### config.mk
export PLATFORM = sky130hd
export DESIGN_NAME = batched_matrix_multiply
export DESIGN_NICKNAME = d
export VERILOG_FILES = /design/src/rtl/core/bmm_pkg.sv /design/src/rtl/core/batched_matrix_multiply.sv /design/src/rtl/core/bmm_ctrl.sv /design/src/rtl/core/bmm_datapath.sv
export VERILOG_INCLUDE_DIRS = /design/src /design/src/rtl/core
export SDC_FILE = /design/constraint.sdc
export NUM_CORES = 2
export LEC_CHECK = 0
export ABC_AREA = 0
export BUFFER_PORTS_ARGS = -buffer_cell sky130_fd_sc_hd__buf_4
export CAP_MARGIN = 20
export CORE_AREA = 5 5 453 455
export CTS_BUF_LIST = sky130_fd_sc_hd__clkbuf_4 sky130_fd_sc_hd__clkbuf_8
export CTS_CLUSTER_SIZE = 16
export DETAILED_ROUTE_END_ITERATION = 16
export DIE_AREA = 0 0 458 460
export PLACE_DENSITY = 0.67
export SLEW_MARGIN = 10
export SYNTH_ARGS = -nofsm -noshare
export SYNTH_HDL_FRONTEND = slang
export SYNTH_HIERARCHICAL = 1
export SYNTH_SLANG_ARGS = --single-unit
### constraint.sdc
create_clock -name clk -period 19.16 [get_ports clk]
set_clock_uncertainty 0.05 [all_clocks]
set_input_delay 4.79 -clock clk [delete_from_list [all_inputs] [get_ports clk]]
set_output_delay 4.79 -clock clk [all_outputs]
set_load 0.1 [all_outputs]
### src/rtl/core/assert_macros.svh
// Assertion helpers for the RTL files that check their own logic.
// Every macro expects a clock named clk and an active-high reset named rst in scope.
`ifndef ASSERT_MACROS_SVH
`define ASSERT_MACROS_SVH

// The expression holds at every clock edge outside reset.
`define ASSERT_ALWAYS(lbl, expr, msg) \
  lbl: assert property (@(posedge clk) disable iff (rst) (expr)) else $error(msg);

// When the condition holds, the consequence holds in the same cycle.
`define ASSERT_IMPLIES(lbl, ante, cons, msg) \
  lbl: assert property (@(posedge clk) disable iff (rst) (ante) |-> (cons)) else $error(msg);

`endif

### src/rtl/core/bmm_pkg.sv
package bmm_pkg;

  localparam int ELEM_BITS = 16;
  localparam int PROD_BITS = 2 * ELEM_BITS;
  localparam int ACC_BITS  = PROD_BITS + 3;
  localparam int OUT_BITS  = 34;
  localparam int REG_BITS  = 4;
  localparam int ROW_BITS  = 3;
  localparam int IDX_BITS  = 2;

  localparam logic [IDX_BITS-1:0] REG_ROWS_A    = 2'd0;
  localparam logic [IDX_BITS-1:0] REG_INNER_DIM = 2'd1;
  localparam logic [IDX_BITS-1:0] REG_COLS_B    = 2'd2;

  typedef struct packed {
    logic                valid;
    logic                first;
    logic                last;
    logic [ROW_BITS-1:0] row;
    logic [ROW_BITS-1:0] col;
    logic                slast;
  } mac_tag_t;

  typedef struct packed {
    mac_tag_t tag;
    logic     wr_a;
    logic     wr_b;
  } ctrl_cmd_t;

  function automatic logic [OUT_BITS-1:0] sat_product(input logic signed [ACC_BITS-1:0] a);
    logic [OUT_BITS-1:0] r;
    if (a[ACC_BITS-1] != a[OUT_BITS-1]) begin
      r = a[ACC_BITS-1] ? {1'b1, {(OUT_BITS-1){1'b0}}} : {1'b0, {(OUT_BITS-1){1'b1}}};
    end else begin
      r = a[OUT_BITS-1:0];
    end
    return r;
  endfunction

endpackage

### src/rtl/core/batched_matrix_multiply.sv
// Batched matrix multiply for signed Q8.8 elements. Each slice takes A (rows_a by inner_dim)
// and then B (inner_dim by cols_b), row-major, one element per transfer and one transfer per
// cycle. The last element of B starts the product, and the slave side takes no transfer while
// the one shared multiply-accumulate pipeline works through it, one product a cycle unless a
// waiting result stalls it. Each result passes the read, multiply, accumulate and output
// registers and leaves row-major as a saturated Q18.16 sum, with row and column, and tlast on
// the final element of the slice. With the reset shape of 8 by 8 by 8 a slice loads 128
// elements and issues 512 products. The next slice can load while the last results drain. A
// stalled master side holds the whole pipeline. Dimension registers read as 1 when zero and
// saturate at MAX_DIM.
`include "assert_macros.svh"

module batched_matrix_multiply import bmm_pkg::*; #(
  parameter int MAX_DIM = 8
) (
  input  logic                 clk,
  input  logic                 rst,
  input  logic                 cfg_we,
  input  logic [IDX_BITS-1:0]  cfg_index,
  input  logic [REG_BITS-1:0]  cfg_data,
  input  logic                 s_tvalid,
  output logic                 s_tready,
  input  logic [ELEM_BITS-1:0] s_tdata,  // element_value
  output logic                 m_tvalid,
  input  logic                 m_tready,
  output logic [39:0]          m_tdata,  // product_value, out_row, out_col
  output logic                 m_tlast
);

  localparam int DEPTH = MAX_DIM * MAX_DIM;
  localparam int AW    = (DEPTH > 1) ? $clog2(DEPTH) : 1;

  ctrl_cmd_t     cmd;
  logic          advance;
  logic [AW-1:0] wr_addr;
  logic [AW-1:0] a_addr;
  logic [AW-1:0] b_addr;

  bmm_ctrl #(
    .MAX_DIM (MAX_DIM),
    .AW      (AW)
  ) u_ctrl (
    .clk       (clk),
    .rst       (rst),
    .cfg_we    (cfg_we),
    .cfg_index (cfg_index),
    .cfg_data  (cfg_data),
    .s_tvalid  (s_tvalid),
    .s_tready  (s_tready),
    .advance   (advance),
    .cmd       (cmd),
    .wr_addr   (wr_addr),
    .a_addr    (a_addr),
    .b_addr    (b_addr)
  );

  bmm_datapath #(
    .MAX_DIM (MAX_DIM),
    .AW      (AW)
  ) u_datapath (
    .clk      (clk),
    .rst      (rst),
    .cmd      (cmd),
    .wr_addr  (wr_addr),
    .a_addr   (a_addr),
    .b_addr   (b_addr),
    .wr_data  (s_tdata),
    .advance  (advance),
    .m_tvalid (m_tvalid),
    .m_tready (m_tready),
    .m_tdata  (m_tdata),
    .m_tlast  (m_tlast)
  );

  `ASSERT_ALWAYS(a_no_load_in_compute, !(s_tready && cmd.tag.valid), "load during compute")
  `ASSERT_IMPLIES(a_stall_cause, !advance, m_tvalid && !m_tready, "stall without backpressure")
  `ASSERT_IMPLIES(a_slast_ends_sum, cmd.tag.valid && cmd.tag.slast, cmd.tag.last, "bad slice end")

endmodule

### src/rtl/core/bmm_ctrl.sv
module bmm_ctrl import bmm_pkg::*; #(
  parameter int MAX_DIM = 8,
  parameter int AW      = 6
) (
  input  logic                clk,
  input  logic                rst,
  input  logic                cfg_we,
  input  logic [IDX_BITS-1:0] cfg_index,
  input  logic [REG_BITS-1:0] cfg_data,
  input  logic                s_tvalid,
  output logic                s_tready,
  input  logic                advance,
  output ctrl_cmd_t           cmd,
  output logic [AW-1:0]       wr_addr,
  output logic [AW-1:0]       a_addr,
  output logic [AW-1:0]       b_addr
);

  localparam int DEPTH = MAX_DIM * MAX_DIM;
  localparam int CW    = $clog2(DEPTH + 1);
  localparam int DIM_W = $clog2(MAX_DIM + 1);

  localparam logic ST_LOAD    = 1'b0;
  localparam logic ST_COMPUTE = 1'b1;

  logic                state;
  logic [REG_BITS-1:0] rows_a;
  logic [REG_BITS-1:0] inner_dim;
  logic [REG_BITS-1:0] cols_b;
  logic [CW-1:0]       load_count;
  logic [CW-1:0]       count_next;
  logic                loading_b;
  logic [DIM_W-1:0]    m;
  logic [DIM_W-1:0]    k;
  logic [DIM_W-1:0]    n;
  logic [CW-1:0]       size_a;
  logic [CW-1:0]       size_b;
  logic [DIM_W-1:0]    r;
  logic [DIM_W-1:0]    c;
  logic [DIM_W-1:0]    i;
  logic [AW-1:0]       a_base;
  logic [AW-1:0]       a_ptr;
  logic [AW-1:0]       b_ptr;
  logic                last_i;
  logic                last_c;
  logic                last_r;
  logic                accept;

  function automatic logic [DIM_W-1:0] clamp_dim(input logic [REG_BITS-1:0] d);
    logic [DIM_W-1:0] v;
    if (d == '0) begin
      v = DIM_W'(1);
    end else if (d > REG_BITS'(MAX_DIM)) begin
      v = DIM_W'(MAX_DIM);
    end else begin
      v = DIM_W'(d);
    end
    return v;
  endfunction

  assign m = clamp_dim(rows_a);
  assign k = clamp_dim(inner_dim);
  assign n = clamp_dim(cols_b);
  assign size_a = CW'(m) * CW'(k);
  assign size_b = CW'(k) * CW'(n);

  assign s_tready   = (state == ST_LOAD);
  assign accept     = s_tvalid && s_tready;
  assign count_next = load_count + CW'(1);

  assign last_i = (i + DIM_W'(1)) == k;
  assign last_c = (c + DIM_W'(1)) == n;
  assign last_r = (r + DIM_W'(1)) == m;

  always_comb begin
    cmd           = '0;
    cmd.wr_a      = accept && !loading_b;
    cmd.wr_b      = accept && loading_b;
    cmd.tag.valid = (state == ST_COMPUTE);
    cmd.tag.first = (i == '0);
    cmd.tag.last  = last_i;
    cmd.tag.row   = ROW_BITS'(r);
    cmd.tag.col   = ROW_BITS'(c);
    cmd.tag.slast = last_i && last_c && last_r;
  end

  assign wr_addr = load_count[AW-1:0];
  assign a_addr  = a_ptr;
  assign b_addr  = b_ptr;

  always_ff @(posedge clk) begin
    if (rst) begin
      rows_a    <= REG_BITS'(MAX_DIM);
      inner_dim <= REG_BITS'(MAX_DIM);
      cols_b    <= REG_BITS'(MAX_DIM);
    end else if (cfg_we) begin
      unique case (cfg_index)
        REG_ROWS_A:    rows_a    <= cfg_data;
        REG_INNER_DIM: inner_dim <= cfg_data;
        REG_COLS_B:    cols_b    <= cfg_data;
        default: ;
      endcase
    end
  end

  always_ff @(posedge clk) begin
    if (rst) begin
      state      <= ST_LOAD;
      load_count <= '0;
      loading_b  <= 1'b0;
      r          <= '0;
      c          <= '0;
      i          <= '0;
      a_base     <= '0;
      a_ptr      <= '0;
      b_ptr      <= '0;
    end else begin
      unique case (state)
        ST_LOAD: begin
          if (accept) begin
            if (!loading_b) begin
              if (count_next >= size_a) begin
                loading_b  <= 1'b1;
                load_count <= '0;
              end else begin
                load_count <= count_next;
              end
            end else if (count_next >= size_b) begin
              loading_b  <= 1'b0;
              load_count <= '0;
              state      <= ST_COMPUTE;
              r          <= '0;
              c          <= '0;
              i          <= '0;
              a_base     <= '0;
              a_ptr      <= '0;
              b_ptr      <= '0;
            end else begin
              load_count <= count_next;
            end
          end
        end
        ST_COMPUTE: begin
          if (advance) begin
            if (!last_i) begin
              i     <= i + DIM_W'(1);
              a_ptr <= a_ptr + AW'(1);
              b_ptr <= b_ptr + AW'(n);
            end else begin
              i <= '0;
              if (!last_c) begin
                c     <= c + DIM_W'(1);
                a_ptr <= a_base;
                b_ptr <= AW'(c) + AW'(1);
              end else begin
                c     <= '0;
                b_ptr <= '0;
                if (!last_r) begin
                  r      <= r + DIM_W'(1);
                  a_base <= a_base + AW'(k);
                  a_ptr  <= a_base + AW'(k);
                end else begin
                  state <= ST_LOAD;
                end
              end
            end
          end
        end
        default: state <= ST_LOAD;
      endcase
    end
  end

endmodule

### src/rtl/core/bmm_datapath.sv
module bmm_datapath import bmm_pkg::*; #(
  parameter int MAX_DIM = 8,
  parameter int AW      = 6
) (
  input  logic                 clk,
  input  logic                 rst,
  input  ctrl_cmd_t            cmd,
  input  logic [AW-1:0]        wr_addr,
  input  logic [AW-1:0]        a_addr,
  input  logic [AW-1:0]        b_addr,
  input  logic [ELEM_BITS-1:0] wr_data,
  output logic                 advance,
  output logic                 m_tvalid,
  input  logic                 m_tready,
  output logic [39:0]          m_tdata,
  output logic                 m_tlast
);

  localparam int DEPTH = MAX_DIM * MAX_DIM;

  logic [ELEM_BITS-1:0]        a_mem [DEPTH];
  logic [ELEM_BITS-1:0]        b_mem [DEPTH];
  logic signed [ELEM_BITS-1:0] rd_a;
  logic signed [ELEM_BITS-1:0] rd_b;
  logic signed [PROD_BITS-1:0] prod;
  logic signed [ACC_BITS-1:0]  acc;
  mac_tag_t                    tag1;
  mac_tag_t                    tag2;
  mac_tag_t                    tag3;
  logic                        done;
  logic [OUT_BITS-1:0]         out_value;
  logic [ROW_BITS-1:0]         out_row;
  logic [ROW_BITS-1:0]         out_col;
  logic                        out_last;

  assign advance = !(done && m_tvalid && !m_tready);

  always_ff @(posedge clk) begin
    if (cmd.wr_a) begin
      a_mem[wr_addr] <= wr_data;
    end
    if (cmd.wr_b) begin
      b_mem[wr_addr] <= wr_data;
    end
  end

  always_ff @(posedge clk) begin
    if (advance) begin
      rd_a <= a_mem[a_addr];
      rd_b <= b_mem[b_addr];
      prod <= rd_a * rd_b;
      if (tag2.valid) begin
        acc <= tag2.first ? ACC_BITS'(prod) : acc + ACC_BITS'(prod);
      end
      tag3 <= tag2;
    end
    if (done && advance) begin
      out_value <= sat_product(acc);
      out_row   <= tag3.row;
      out_col   <= tag3.col;
      out_last  <= tag3.slast;
    end
  end

  always_ff @(posedge clk) begin
    if (rst) begin
      tag1     <= '0;
      tag2     <= '0;
      done     <= 1'b0;
      m_tvalid <= 1'b0;
    end else begin
      if (advance) begin
        tag1 <= cmd.tag;
        tag2 <= tag1;
        done <= tag2.valid && tag2.last;
      end
      if (done && advance) begin
        m_tvalid <= 1'b1;
      end else if (m_tready) begin
        m_tvalid <= 1'b0;
      end
    end
  end

  assign m_tdata = {out_col, out_row, out_value};
  assign m_tlast = out_last;

endmodule
==> results.ini <==
[clock_tree]
cts_hold_buffers=0
path_clk_slew_ns=0.06
clockBufferDepth=4
h-tree-depth=5
cts_tree=done
postCtsResizedCells=0
cts_root_buf=clkbuf_8
cts_made_buffers=369
clk_latency_ns=1.05
clock-sinks=2268
cts_setup_buffers=0

[routing]
viasPerCell=5.87
wirelength_mm=227
firstDrtPassIters=6
drcViolationCount=0
via_count=50300
wire_per_inst_um=26.5
drt_iter0_drc=5199
drt.antenna.violating_nets=0

[die]
die_w_um=458
dieArea_um2=211000
ios=70
start_util=0.496
core-area_um2=201000
row_count=165
die_height_um=460

[synth]
syn_area_um2=99700
synth_edf_count=2195
synth_top_area_share=0.661
yosys-top-cells-area=edfxtp_1 66%, mux4_2 15%, fa_1 5.5%
postSynth.asyncResetShare=0
synth.distinct_cells=86
synth_most_common_cell=edfxtp_1
syn_nets=5724
synth_seq_area_share=0.676
synthesis.instances=5258
ys.flop_type=edfxtp_1
ys_seq_elements=2268
synth_top_cell_by_area=edfxtp_1
ys_top_cells_by_count=2195 x edfxtp_1, 672 x mux4_2, 354 x inv_1, 273 x fa_1, 265 x nand2_1
syn-mean-instance-area_um2=19.0
synth_warnings=6

[job]
cap_violations=0

[power_and_ir_drop]
power_frac_seq=0.437
peakVddDrop_uv=150
p_per_area_nw_per_um2=118
pwr-share-comb=0.254
leakagePower_nw=37.0
clock_power_share=0.309
p_int_mw=9.26
switching_share=0.290
p_switching_mw=3.79

[placed_design]
place.gp.congestion=0.839
place_ws_ns=11.41
io_buffer_count=69
dpl.hpwl_mm=144

[timing]
min_period_ns=7.16
fin_ws_ns=12.00
rsz0062_at_grt=false
max_clock_freq_mhz=140
worst-slew-pin-transition_ns=1.20
setup_viol=0
period_share=0.374
hold_violations=0
maxSlewViolCount=0
worst_slew_margin_rel=0.200
tns_ns=0

[setup_path]
timing.rr.start=u_datapath/rd_b[1]$_DFFE_PN_
worstPathRequired_ns=14.32
path_cells=inv_1 > buf_4
crit_path_max_incr_delay_ns=0.63
critical_path.max_fanout=12
r2r-end=u_datapath/prod[29]$_DFFE_PN_
r2r_slack_ns=12.27
path_class=reg2out
timing.critical_path.from=u_ctrl/state$_SDFF_PP0_
critical_path_arrival_ns=2.32
start_kind=flop
endpoint_kind=primary output
reg2reg_depth=19
crit_path_end=s_tready
worst_path_max_delay_cell=dfxtp_1

[finish]
finalNetCount=6097
area_delta_synth_final_pct=11.2
layout-drive-gt1-share=0.257

[grt]
grt-ovfl-total=0
grt_use_total=0.217
grt_pass1_vias=51200
antenna_found_initial=9
grt_max_degree=104
grt_pass1_wl_mm=339

[min_path]
hp-class=reg2reg

[outcome]
status=complete, no violations

==> critical path, delay by kind of cell (launching register included) <==
family	cells	cell delay (ns)
flip-flops	1	0.63
buffers and inverters	2	0.66
==> through the flow <==
step                      instance area (um^2)  power (mW)  utilization  hold WS (ns)  instances
after CTS                               111000        13.2        0.552         0.370       8559
after detailed placement                104000        9.12        0.517         0.358       7930
final                                   111000        13.0        0.552         0.368       8565
after global routing                    111000        13.8        0.552         0.382       8562
after global placement                  104000        9.05        0.517         0.354       7928
after floorplan                          99700        8.32            -         0.350       5258
==> registers in the layout, summed over array words and instances (netlist names), 6 cells and up <==
register	cells
u_datapath/tag1	10
u_datapath/prod	32
u_ctrl/a_addr	6
u_ctrl/a_base	6
u_datapath/acc	35
u_datapath/b_mem	1024
u_datapath/tag2	10
u_ctrl/load_count	7
u_ctrl/b_addr	6
u_datapath/rd_b	16
u_datapath/a_mem	1024
u_datapath/out_value	34
u_datapath/rd_a	16
u_datapath/tag3	7
==> routing by layer <==
metal	vias up	GRT usage	wire length [um]
li1	21300	-	-
met1	26500	0.322	96500
met2	2143	0.333	107000
met3	296	0.0470	19700
met4	4	0.0522	4450
met5	-	0	29
==> power groups by stage <==
stage | sequential [mW] | clock, mW | combinational, mW
6_report | 5.70 | 4.03 | 3.31
5_1_grt | 5.71 | 4.37 | 3.75
4_1_cts | 5.70 | 4.13 | 3.33
3_5_place_dp | 5.81 | 0 | 3.32
3_3_place_gp | 5.81 | 0 | 3.24
2_1_floorplan | 5.78 | 0 | 2.54
==> logic make-up after synthesis <==
group,synth area share
fa+ha+maj,0.0757
xor+xnor,0.00847
flops,0.676
compound gates,0.0245
buf+inv,0.0245
mux,0.153
simple gates,0.0375
==> cells in the final DEF (no fill, tap or decap), types with 7 or more instances in the layout <==
master / synthesis / layout
ha_1: 166 / 166
mux2i_1: 15 / 15
dfxtp_4: 0 / 8
o21ai_0: 64 / 64
nor2_1: 231 / 220
xor2_1: 31 / 31
xnor2_1: 61 / 61
nor3_1: 15 / 15
a21o_1: 62 / 62
nor2b_1: 14 / 13
nor4_1: 7 / 7
inv_1: 354 / 353
edfxtp_1: 2195 / 2195
bufinv_16: 0 / 14
clkinv_2: 0 / 39
clkbuf_4: 0 / 100
nor2_2: 0 / 11
a211oi_1: 14 / 14
dfxtp_1: 73 / 64
and2_1: 130 / 130
clkinv_1: 0 / 88
nand2b_1: 17 / 17
o21ai_1: 14 / 14
nand2_1: 265 / 265
mux4_2: 672 / 672
and3_1: 13 / 13
fa_1: 273 / 273
nand3b_1: 11 / 11
o21a_1: 14 / 14
a31oi_1: 9 / 9
clkbuf_8: 0 / 376
o211ai_1: 9 / 9
o21bai_1: 14 / 14
nand4_1: 12 / 12
buf_4: 22 / 244
or3_1: 7 / 7
nand3_1: 37 / 37
a21oi_1: 109 / 109
==> area by class of cell <==
type                            instances  area (um^2)
Inverter                              357         1340
Clock buffer                          476         5930
Clock inverter                        153         1050
Sequential cell                      2268        67400
Timing Repair Buffer                  248         1910
Antenna cell                            4         10.0
Fill cell                           15300        90000
Tap cell                             2672         3340
Multi-Input combinational cell       2387        29900
==> how the worst min path moves through the flow <==
stage	start	end	cells after the start
global placement	u_datapath/tag3[3]$_DFFE_PN_	u_datapath/out_col[2]$_DFFE_PP_	0
detailed placement	u_datapath/tag3[0]$_DFFE_PN_	u_datapath/m_tlast$_DFFE_PP_	0
floorplan	u_datapath/tag3[0]$_DFFE_PN_	u_datapath/m_tlast$_DFFE_PP_	0
finish	u_datapath/tag3[5]$_DFFE_PN_	u_datapath/out_row[1]$_DFFE_PP_	0
CTS	u_datapath/tag3[0]$_DFFE_PN_	u_datapath/m_tlast$_DFFE_PP_	0
global route	u_datapath/tag3[3]$_DFFE_PN_	u_datapath/out_col[2]$_DFFE_PP_	0
Power figures use the tool's default switching activity.
